File: src/rtl/ptst_pkg.sv
package ptst_pkg;

	localparam int CmdW      = 2;
	localparam int IntervalW = 32;
	localparam int SlotW     = 4;
	localparam int StatusW   = 2;
	localparam int MaskW     = 16;
	localparam int CountW    = 32;
	localparam int RateW     = 21;
	localparam int MsPerSec  = 1000;
	localparam int MsW       = 10;
	localparam int NumW      = CountW + MsW;
	localparam int InDataW   = 40;
	localparam int OutDataW  = 120;
	localparam logic [RateW-1:0] RateReset = RateW'(100);

	localparam logic [CmdW-1:0] CMD_TICK  = 2'd0;
	localparam logic [CmdW-1:0] CMD_REG   = 2'd1;
	localparam logic [CmdW-1:0] CMD_UNREG = 2'd2;
	localparam logic [CmdW-1:0] CMD_QUERY = 2'd3;

	localparam logic [StatusW-1:0] ST_OK   = 2'd0;
	localparam logic [StatusW-1:0] ST_FULL = 2'd1;
	localparam logic [StatusW-1:0] ST_ZERO = 2'd2;

	typedef struct packed {
		logic load;
		logic tick_inc;
		logic walk_step;
		logic apply;
		logic div_start;
		logic div_step;
		logic out_load;
	} ptst_cmd_t;

	typedef struct packed {
		logic is_tick;
		logic walk_last;
		logic div_last;
		logic out_busy;
	} ptst_stat_t;

endpackage

File: src/rtl/ptst_ctrl.sv
module ptst_ctrl (
	input  logic                clk,
	input  logic                arst_n,
	input  logic                in_valid,
	output logic                in_ready,
	input  ptst_pkg::ptst_stat_t stat,
	output ptst_pkg::ptst_cmd_t  cmd
);
	import ptst_pkg::*;

	typedef enum logic [2:0] {S_IDLE, S_EXEC, S_WALK, S_MUL, S_DIV, S_FIN} state_t;

	state_t state_q;

	assign in_ready = (state_q == S_IDLE);

	always_comb begin
		cmd = '0;
		case (state_q)
			S_IDLE: cmd.load = in_valid;
			S_EXEC: begin
				cmd.tick_inc = stat.is_tick;
				cmd.apply    = !stat.is_tick;
			end
			S_WALK: cmd.walk_step = 1'b1;
			S_MUL:  cmd.div_start = 1'b1;
			S_DIV:  cmd.div_step  = 1'b1;
			S_FIN:  cmd.out_load  = !stat.out_busy;
			default: cmd = '0;
		endcase
	end

	always_ff @(posedge clk or negedge arst_n) begin
		if (!arst_n) begin
			state_q <= S_IDLE;
		end else begin
			case (state_q)
				S_IDLE: if (in_valid) state_q <= S_EXEC;
				S_EXEC: state_q <= stat.is_tick ? S_WALK : S_MUL;
				S_WALK: if (stat.walk_last) state_q <= S_MUL;
				S_MUL:  state_q <= S_DIV;
				S_DIV:  if (stat.div_last) state_q <= S_FIN;
				S_FIN:  if (!stat.out_busy) state_q <= S_IDLE;
				default: state_q <= S_IDLE;
			endcase
		end
	end

endmodule

File: src/rtl/ptst_dp.sv
module ptst_dp #(
	parameter int SLOT_COUNT = 16
) (
	input  logic                            clk,
	input  logic                            arst_n,
	input  ptst_pkg::ptst_cmd_t             cmd,
	output ptst_pkg::ptst_stat_t            stat,
	input  logic [ptst_pkg::CmdW-1:0]       in_cmd,
	input  logic [ptst_pkg::IntervalW-1:0]  in_interval,
	input  logic [ptst_pkg::SlotW-1:0]      in_slot,
	input  logic                            cfg_we,
	input  logic [ptst_pkg::RateW-1:0]      cfg_rate,
	output logic                            out_valid,
	input  logic                            out_ready,
	output logic [ptst_pkg::StatusW-1:0]    out_status,
	output logic [ptst_pkg::SlotW-1:0]      out_slot,
	output logic [ptst_pkg::MaskW-1:0]      out_mask,
	output logic [ptst_pkg::CountW-1:0]     out_ticks,
	output logic [ptst_pkg::CountW-1:0]     out_sec,
	output logic [ptst_pkg::CountW-1:0]     out_ms
);
	import ptst_pkg::*;

	localparam int IW = (SLOT_COUNT > 1) ? $clog2(SLOT_COUNT) : 1;
	localparam int DW = $clog2(NumW);

	logic [CmdW-1:0]      cmd_q;
	logic [IntervalW-1:0] interval_q;
	logic [SlotW-1:0]     slot_q;
	logic [RateW-1:0]     rate_q;
	logic [CountW-1:0]    ticks_q;
	logic [SLOT_COUNT-1:0] active_q;
	logic [IntervalW-1:0] ival_q [SLOT_COUNT];
	logic [IntervalW-1:0] cdown_q [SLOT_COUNT];
	logic [IW-1:0]        idx_q;
	logic [MaskW-1:0]     mask_q;
	logic [StatusW-1:0]   status_q;
	logic [SlotW-1:0]     grant_q;
	logic [DW-1:0]        dcnt_q;
	logic [NumW-1:0]      nsec_q, nms_q;
	logic [RateW-1:0]     rsec_q, rms_q;
	logic                 ovalid_q;

	// Lowest free slot.
	logic          free_any;
	logic [IW-1:0] free_idx;
	always_comb begin
		free_any = 1'b0;
		free_idx = '0;
		for (int i = SLOT_COUNT - 1; i >= 0; i--) begin
			if (!active_q[i]) begin
				free_any = 1'b1;
				free_idx = IW'(i);
			end
		end
	end

	// One restoring division step for each quotient.
	logic [RateW:0] sh_sec, sh_ms;
	logic           ge_sec, ge_ms;
	assign sh_sec = {rsec_q, nsec_q[NumW-1]};
	assign sh_ms  = {rms_q, nms_q[NumW-1]};
	assign ge_sec = sh_sec >= {1'b0, rate_q};
	assign ge_ms  = sh_ms >= {1'b0, rate_q};

	logic [RateW:0] sub_sec, sub_ms;
	assign sub_sec = sh_sec - {1'b0, rate_q};
	assign sub_ms  = sh_ms - {1'b0, rate_q};

	assign stat.is_tick   = (cmd_q == CMD_TICK);
	assign stat.walk_last = (idx_q == IW'(SLOT_COUNT - 1));
	assign stat.div_last  = (dcnt_q == DW'(NumW - 1));
	assign stat.out_busy  = ovalid_q;

	always_ff @(posedge clk or negedge arst_n) begin
		if (!arst_n) begin
			rate_q   <= RateReset;
			ticks_q  <= '0;
			active_q <= '0;
			ovalid_q <= 1'b0;
			cmd_q    <= CMD_QUERY;
			idx_q    <= '0;
			dcnt_q   <= '0;
		end else begin
			if (cfg_we) rate_q <= cfg_rate;
			if (ovalid_q && out_ready) ovalid_q <= 1'b0;
			if (cmd.load) begin
				cmd_q      <= in_cmd;
				interval_q <= in_interval;
				slot_q     <= in_slot;
				status_q   <= ST_OK;
				grant_q    <= '0;
				mask_q     <= '0;
				idx_q      <= '0;
			end
			if (cmd.tick_inc) ticks_q <= ticks_q + 1'b1;
			if (cmd.walk_step) begin
				idx_q <= idx_q + 1'b1;
				if (active_q[idx_q]) begin
					if (cdown_q[idx_q] != '0) begin
						cdown_q[idx_q] <= cdown_q[idx_q] - 1'b1;
					end else begin
						mask_q[idx_q] <= 1'b1;
						cdown_q[idx_q] <= ival_q[idx_q];
					end
				end
			end
			if (cmd.apply) begin
				if (cmd_q == CMD_REG) begin
					if (interval_q == '0) begin
						status_q <= ST_ZERO;
					end else if (!free_any) begin
						status_q <= ST_FULL;
					end else begin
						active_q[free_idx] <= 1'b1;
						ival_q[free_idx]   <= interval_q;
						cdown_q[free_idx]  <= interval_q;
						grant_q            <= SlotW'(free_idx);
					end
				end else if (cmd_q == CMD_UNREG) begin
					if (32'(slot_q) < SLOT_COUNT) active_q[slot_q[IW-1:0]] <= 1'b0;
				end
			end
			if (cmd.div_start) begin
				dcnt_q <= '0;
				nsec_q <= NumW'(ticks_q);
				nms_q  <= NumW'(ticks_q) * NumW'(MsPerSec);
				rsec_q <= '0;
				rms_q  <= '0;
			end
			if (cmd.div_step) begin
				dcnt_q <= dcnt_q + 1'b1;
				nsec_q <= {nsec_q[NumW-2:0], ge_sec};
				nms_q  <= {nms_q[NumW-2:0], ge_ms};
				rsec_q <= ge_sec ? sub_sec[RateW-1:0] : sh_sec[RateW-1:0];
				rms_q  <= ge_ms ? sub_ms[RateW-1:0] : sh_ms[RateW-1:0];
			end
			if (cmd.out_load) ovalid_q <= 1'b1;
		end
	end

	always_ff @(posedge clk) begin
		if (cmd.out_load) begin
			out_status <= status_q;
			out_slot   <= grant_q;
			out_mask   <= mask_q;
			out_ticks  <= ticks_q;
			out_sec    <= (nsec_q[NumW-1:CountW] != '0) ? '1 : nsec_q[CountW-1:0];
			out_ms     <= (nms_q[NumW-1:CountW] != '0) ? '1 : nms_q[CountW-1:0];
		end
	end

	assign out_valid = ovalid_q;

endmodule

File: src/rtl/periodic_timer_slot_table.sv
// Periodic timer slot table.
// Requests enter on the s_axis channel: cmd selects tick, register, unregister
// or query, with the interval and slot fields alongside. Every request gives
// exactly one result on the m_axis channel: status, granted slot, fire mask,
// tick count, and uptime in seconds and milliseconds at the configured rate.
// The tick rate is written on the cfg channel, which is always ready.
// A tick walks the slot table one slot per cycle; every request then runs a
// restoring divider that settles one quotient bit per cycle over 42 bits.
// One request is in work at a time.
// A new request is accepted while the previous result still waits; if the
// receiver stalls, the new one halts before its result register until the
// old result is taken.
// Reset clears the counter and all slots and sets the rate to 100 Hz.
module periodic_timer_slot_table #(
	parameter int SLOT_COUNT = 16
) (
	input  logic         clk,
	input  logic         arst_n,
	input  logic         s_axis_tvalid,
	output logic         s_axis_tready,
	input  logic [39:0]  s_axis_tdata,  // cmd[1:0], interval[33:2], slot[37:34]
	output logic         m_axis_tvalid,
	input  logic         m_axis_tready,
	// status[1:0], slot_out[5:2], fire_mask[21:6], tick_total[53:22],
	// uptime_seconds[85:54], uptime_ms[117:86]
	output logic [119:0] m_axis_tdata,
	input  logic         cfg_valid,
	output logic         cfg_ready,
	input  logic [20:0]  cfg_data       // tick_rate_hz
);
	import ptst_pkg::*;

	ptst_cmd_t  cmd;
	ptst_stat_t stat;

	logic [StatusW-1:0] o_status;
	logic [SlotW-1:0]   o_slot;
	logic [MaskW-1:0]   o_mask;
	logic [CountW-1:0]  o_ticks, o_sec, o_ms;

	assign cfg_ready = 1'b1;

	ptst_ctrl u_ctrl (
		.clk      (clk),
		.arst_n   (arst_n),
		.in_valid (s_axis_tvalid),
		.in_ready (s_axis_tready),
		.stat     (stat),
		.cmd      (cmd)
	);

	ptst_dp #(.SLOT_COUNT(SLOT_COUNT)) u_dp (
		.clk         (clk),
		.arst_n      (arst_n),
		.cmd         (cmd),
		.stat        (stat),
		.in_cmd      (s_axis_tdata[1:0]),
		.in_interval (s_axis_tdata[33:2]),
		.in_slot     (s_axis_tdata[37:34]),
		.cfg_we      (cfg_valid),
		.cfg_rate    (cfg_data),
		.out_valid   (m_axis_tvalid),
		.out_ready   (m_axis_tready),
		.out_status  (o_status),
		.out_slot    (o_slot),
		.out_mask    (o_mask),
		.out_ticks   (o_ticks),
		.out_sec     (o_sec),
		.out_ms      (o_ms)
	);

	assign m_axis_tdata = {2'b00, o_ms, o_sec, o_ticks, o_mask, o_slot, o_status};

endmodule
File: config.mk
export PLATFORM = sky130hd
export DESIGN_NAME = periodic_timer_slot_table
export DESIGN_NICKNAME = d
export VERILOG_FILES = /design/src/rtl/ptst_pkg.sv /design/src/rtl/ptst_ctrl.sv /design/src/rtl/ptst_dp.sv /design/src/rtl/periodic_timer_slot_table.sv
export SDC_FILE = /design/constraint.sdc
export NUM_CORES = 2
export LEC_CHECK = 0
export BUFFER_PORTS_ARGS = -buffer_cell sky130_fd_sc_hd__buf_2
export CORE_MARGIN = 8
export CORE_UTILIZATION = 50
export DETAILED_ROUTE_END_ITERATION = 12
export PLACE_DENSITY = 0.63
export SKIP_CTS_REPAIR_TIMING = 1
export SLEW_MARGIN = 25
export SYNTH_ARGS = -nofsm -noshare
export SYNTH_HDL_FRONTEND = slang
export SYNTH_HIERARCHICAL = 1
export SYNTH_SLANG_ARGS = --single-unit
File: constraint.sdc
create_clock -name clk -period 29 [get_ports clk]
set_input_delay 2.9 -clock clk [delete_from_list [all_inputs] [get_ports clk]]
set_output_delay 2.9 -clock clk [all_outputs]
set_load 0.01 [all_outputs]
==> key figures <==
Yosys
  • FFs w/ async S/R, synth: 0.0602
  • Flops & latches, synth: 1,411
  • Synth Flop Type: edfxtp_1
  • YS warnings: 6
  • Post-synth EDFFs: roughly 1,300
  • Syn_area_per_cell: 15.6 um^2
  • Unique masters post-synth: 86
  • Cell area after synthesis: between 0.06 and 0.07 mm^2
  • Sequential share of the synthesized area: 0.615
  • Synth Instances: between 4,000 and 5,000

Clock tree
  • CTS Buffer Depth: 3
  • Clk slew on worst S/H paths: 60 ps
  • Clock Sinks: 1,411
  • Htree depth: 4
  • TritonCTS clock tree: yes
  • CTS buffer count: between 150 and 200
  • CTS root buffer: clkbuf_16
  • Clk_lat worst skew: 790 ps

Power
  • Comb pwr share: 0.024
  • Leakage: between 20 and 25 nW
  • Max VDD drop: 52.7 uV
  • Clock share of power: 0.456
  • PwrDens: 55.9 mW/mm^2
  • Switching part of the total power: 0.205
  • Sequential share of power: 0.521
  • Int Pwr: 3.39 mW
  • P_sw: 0.874 mW
  • Design Power: 4.26 mW

Die
  • DIE AREA: between 0.1 and 0.15 mm^2
  • Initial Utilization: 0.504
  • Die Wd: 385 um
  • Die Y: 385 um
  • Cell Rows: 135
  • IO Pins: 189
  • Core ar.: roughly 0.14 mm^2

Final layout
  • # diodes: 0
  • P&R area growth vs syn: 11.9%
  • # nets final: 4,874
  • Share of layout cells above drive strength 1: 0.296
  • Multi-input gate area: 0.0245 mm^2
  • Register Area: 0.0420 mm^2
  • Fill count: 10,700
  • Layout Utilization: 0.564
  • Design Area, Final: 0.0763 mm^2

Timing
  • Fin crit period: 7210 ps
  • Max Freq: 139 MHz
  • Period utilization: 0.248
  • Final hold viol count: 0
  • Worst Tran Pin Value: ~980 ps
  • Setup WS post-layout: around 22,000 ps
  • RSZ-0062 raised after global routing: false
  • Setup Viol. Count Final: 0
  • Setup TNS: 0 ps
  • Final slew viol count: 0
  • Setup Skew: ~40 ps
  • Slew headroom: 0.336

Hold path
  • HP Start: u_dp/grant_q[1]
  • HP Class: reg -> reg

GRT
  • Largest net degree at the start of global routing: 130
  • Vias in the first global route: 39,300
  • Global-route wire length before repair: about 260,000 um
  • Total grt overflow: 0
  • Overall Global Routing Usage: 0.231
  • Antenna violations before repair: 4

Setup path
  • Worst path top cell family by delay: simple AND/OR/NAND/NOR gates
  • Crit Path Class: reg -> reg
  • Worst EP required: 29,630 ps
  • Crit. Startpoint: u_dp/idx_q[0]
  • Critical path buffer and inverter count: 3
  • Crit. End Element: register
  • Worst path arrival time: 7830 ps
  • CP max stage delay: 1000 ps
  • Critical Path Slowest Stage Cell: dfrtp_4
  • Startpoint types: register
  • CP dominant cell by count: buf_4
  • Crit path cell chain: buf_4 > buf_4 > mux4_2 > mux4_2 > or4_1 > or3_1 > nor2_1 > nand3_4 > buf_4 > a21oi_1 > mux2_2
  • Reg-to-Reg Start: u_dp/idx_q[0]
  • Max Fanout on Critical Path: 51

Place
  • Detail Placement HPWL: 99,800 um
  • Port Buffer Count: about 180
  • Place WS: 21,730 ps
  • Final GP Congestion: around 0.84
  • Area of placed instances: about 0.071 mm^2

Job
  • Max Cap Viol: 0

Drt
  • Routed len/inst: 26.6 um
  • Pre-antenna DRT Iters: 5
  • 1st-iter DRT viols: 3,872
  • DR DRC count: 0
  • Drt via density: 6.03
  • Post-DRT Antenna Nets: 0
  • Vias: 38,900
  • WL final: 172,000 um

Status
  • Outcome: finished, final reports clean
## kinds of logic after synthesis
logic type | Yosys count | share of synthesized area
flip-flops | 1411 | 0.615
AND/OR/NAND/NOR | 781 | 0.0550
multiplexers | 752 | 0.177
AO/OA/AOI/OAI | 556 | 0.0486
buffers and inverters | 516 | 0.0306
adder cells (fa/ha/maj) | 255 | 0.0600
XOR/XNOR | 103 | 0.0132
other | 2 | 0.000110
## state kept, by name (all words and copies together) (netlist names), 4 cells and up
register	count
u_dp/cdown_q	512
u_dp/ival_q	512
u_dp/nms_q	42
u_dp/nsec_q	42
u_dp/interval_q	32
u_dp/out_ms	32
u_dp/out_sec	32
u_dp/out_ticks	32
u_dp/ticks_q	32
u_dp/rate_q	21
u_dp/rms_q	21
u_dp/rsec_q	21
u_dp/active_q	16
u_dp/mask_q	16
u_dp/out_mask	16
u_dp/dcnt_q	6
u_dp/grant_q	4
u_dp/idx_q	4
u_dp/out_slot	4
u_dp/slot_q	4
## path summary, 6_finish.rpt
kind                       slack (ps)                  end  depth (start not counted)
min                               460     u_dp/out_slot[1]                          0
max reg2reg                     21790  u_dp/cdown_q[5][17]                         11
max                             21790  u_dp/cdown_q[5][17]                         11
min reg2reg                       460     u_dp/out_slot[1]                          0
max in group asynchronous       25320     u_dp/ticks_q[26]                          3
min in group asynchronous        2030      u_dp/rate_q[10]                          1
## routing by layer
| metal | vias to the layer above | track usage | part of all wire |
|---|---|---|---|
| li1 | 17100 | - | - |
| met2 | 1471 | 0.371 | 0.48 |
| met3 | 255 | 0.0375 | 0.073 |
| met5 | - | 0 | 0 |
| met1 | 20100 | 0.330 | 0.43 |
| met4 | 0 | 0.0586 | 0.023 |
## per-stage QoR
stage / hold slack [ps] / instances
after floorplan: 426 / 4377
after global placement: 438 / 6179
after detailed placement: 446 / 6180
after CTS: 460 / 6451
after global routing: 475 / 6452
final: 458 / 6452
## cells in the final DEF, fill, tap and decap left out, types with 25 or more instances in the layout
cell	count
edfxtp_1	1326
mux2_2	377
mux4_2	325
nor2_1	249
inv_1	230
nand2_1	205
a21oi_1	187
buf_2	183
o21ai_0	161
clkbuf_16	156
ha_1	135
fa_1	120
buf_4	105
dfrtp_1	76
or2_2	74
xnor2_1	68
nand3_1	44
mux2i_1	39
xor2_1	35
clkinv_1	33
nor3_1	28
clkinv_2	26
nor4_1	25
a21o_1	25
## power by group through the flow
stage          clock (mW)  sequential (mW)  combinational, mW
2_1_floorplan           0             2.27             0.0640
3_3_place_gp            0             2.26             0.0994
3_5_place_dp            0             2.26              0.101
4_1_cts              1.98             2.22              0.102
5_1_grt              2.05             2.22              0.114
6_report             1.94             2.22              0.101
## Yosys cell counts, types with 21 or more instances
cell | instances | area share
a21o_1 | 26 | 0.0029
nand2_1 | 205 | 0.011
buf_1 | 21 | 0.0012
inv_1 | 244 | 0.013
ha_1 | 135 | 0.025
fa_1 | 120 | 0.035
nand3_1 | 47 | 0.0034
a21oi_1 | 200 | 0.015
or3_1 | 22 | 0.0020
nor3_1 | 29 | 0.0021
xnor2_1 | 68 | 0.0087
clkbuf_1 | 195 | 0.011
o21ai_0 | 174 | 0.013
mux2i_1 | 39 | 0.0057
nor4_1 | 25 | 0.0023
mux4_2 | 325 | 0.11
or2_2 | 75 | 0.0069
edfxtp_1 | 1326 | 0.58
dfrtp_1 | 80 | 0.029
xor2_1 | 35 | 0.0045
nand4_1 | 23 | 0.0021
nor2_1 | 251 | 0.014
mux2_2 | 377 | 0.062
buf_2 | 36 | 0.0026
and2_1 | 22 | 0.0020
## worst register-to-register path: stages, from the launching register on
cell     delay, ps
dfrtp_4       1000
buf_4          680
buf_4          720
mux4_2         650
mux4_2         550
or4_1          580
or3_1          560
nor2_1         540
nand3_4        100
buf_4          400
a21oi_1        980
mux2_2         310
## layout make-up
cell class	count	share of cell area
Clock buffer	185	0.0534
Clock inverter	86	0.0117
Inverter	246	0.0123
Multi-Input combinational cell	2450	0.321
Sequential cell	1411	0.550
Tap cell	1781	0.0292
Timing Repair Buffer	293	0.0232
Note: power is estimated with default switching activity, not from simulation.
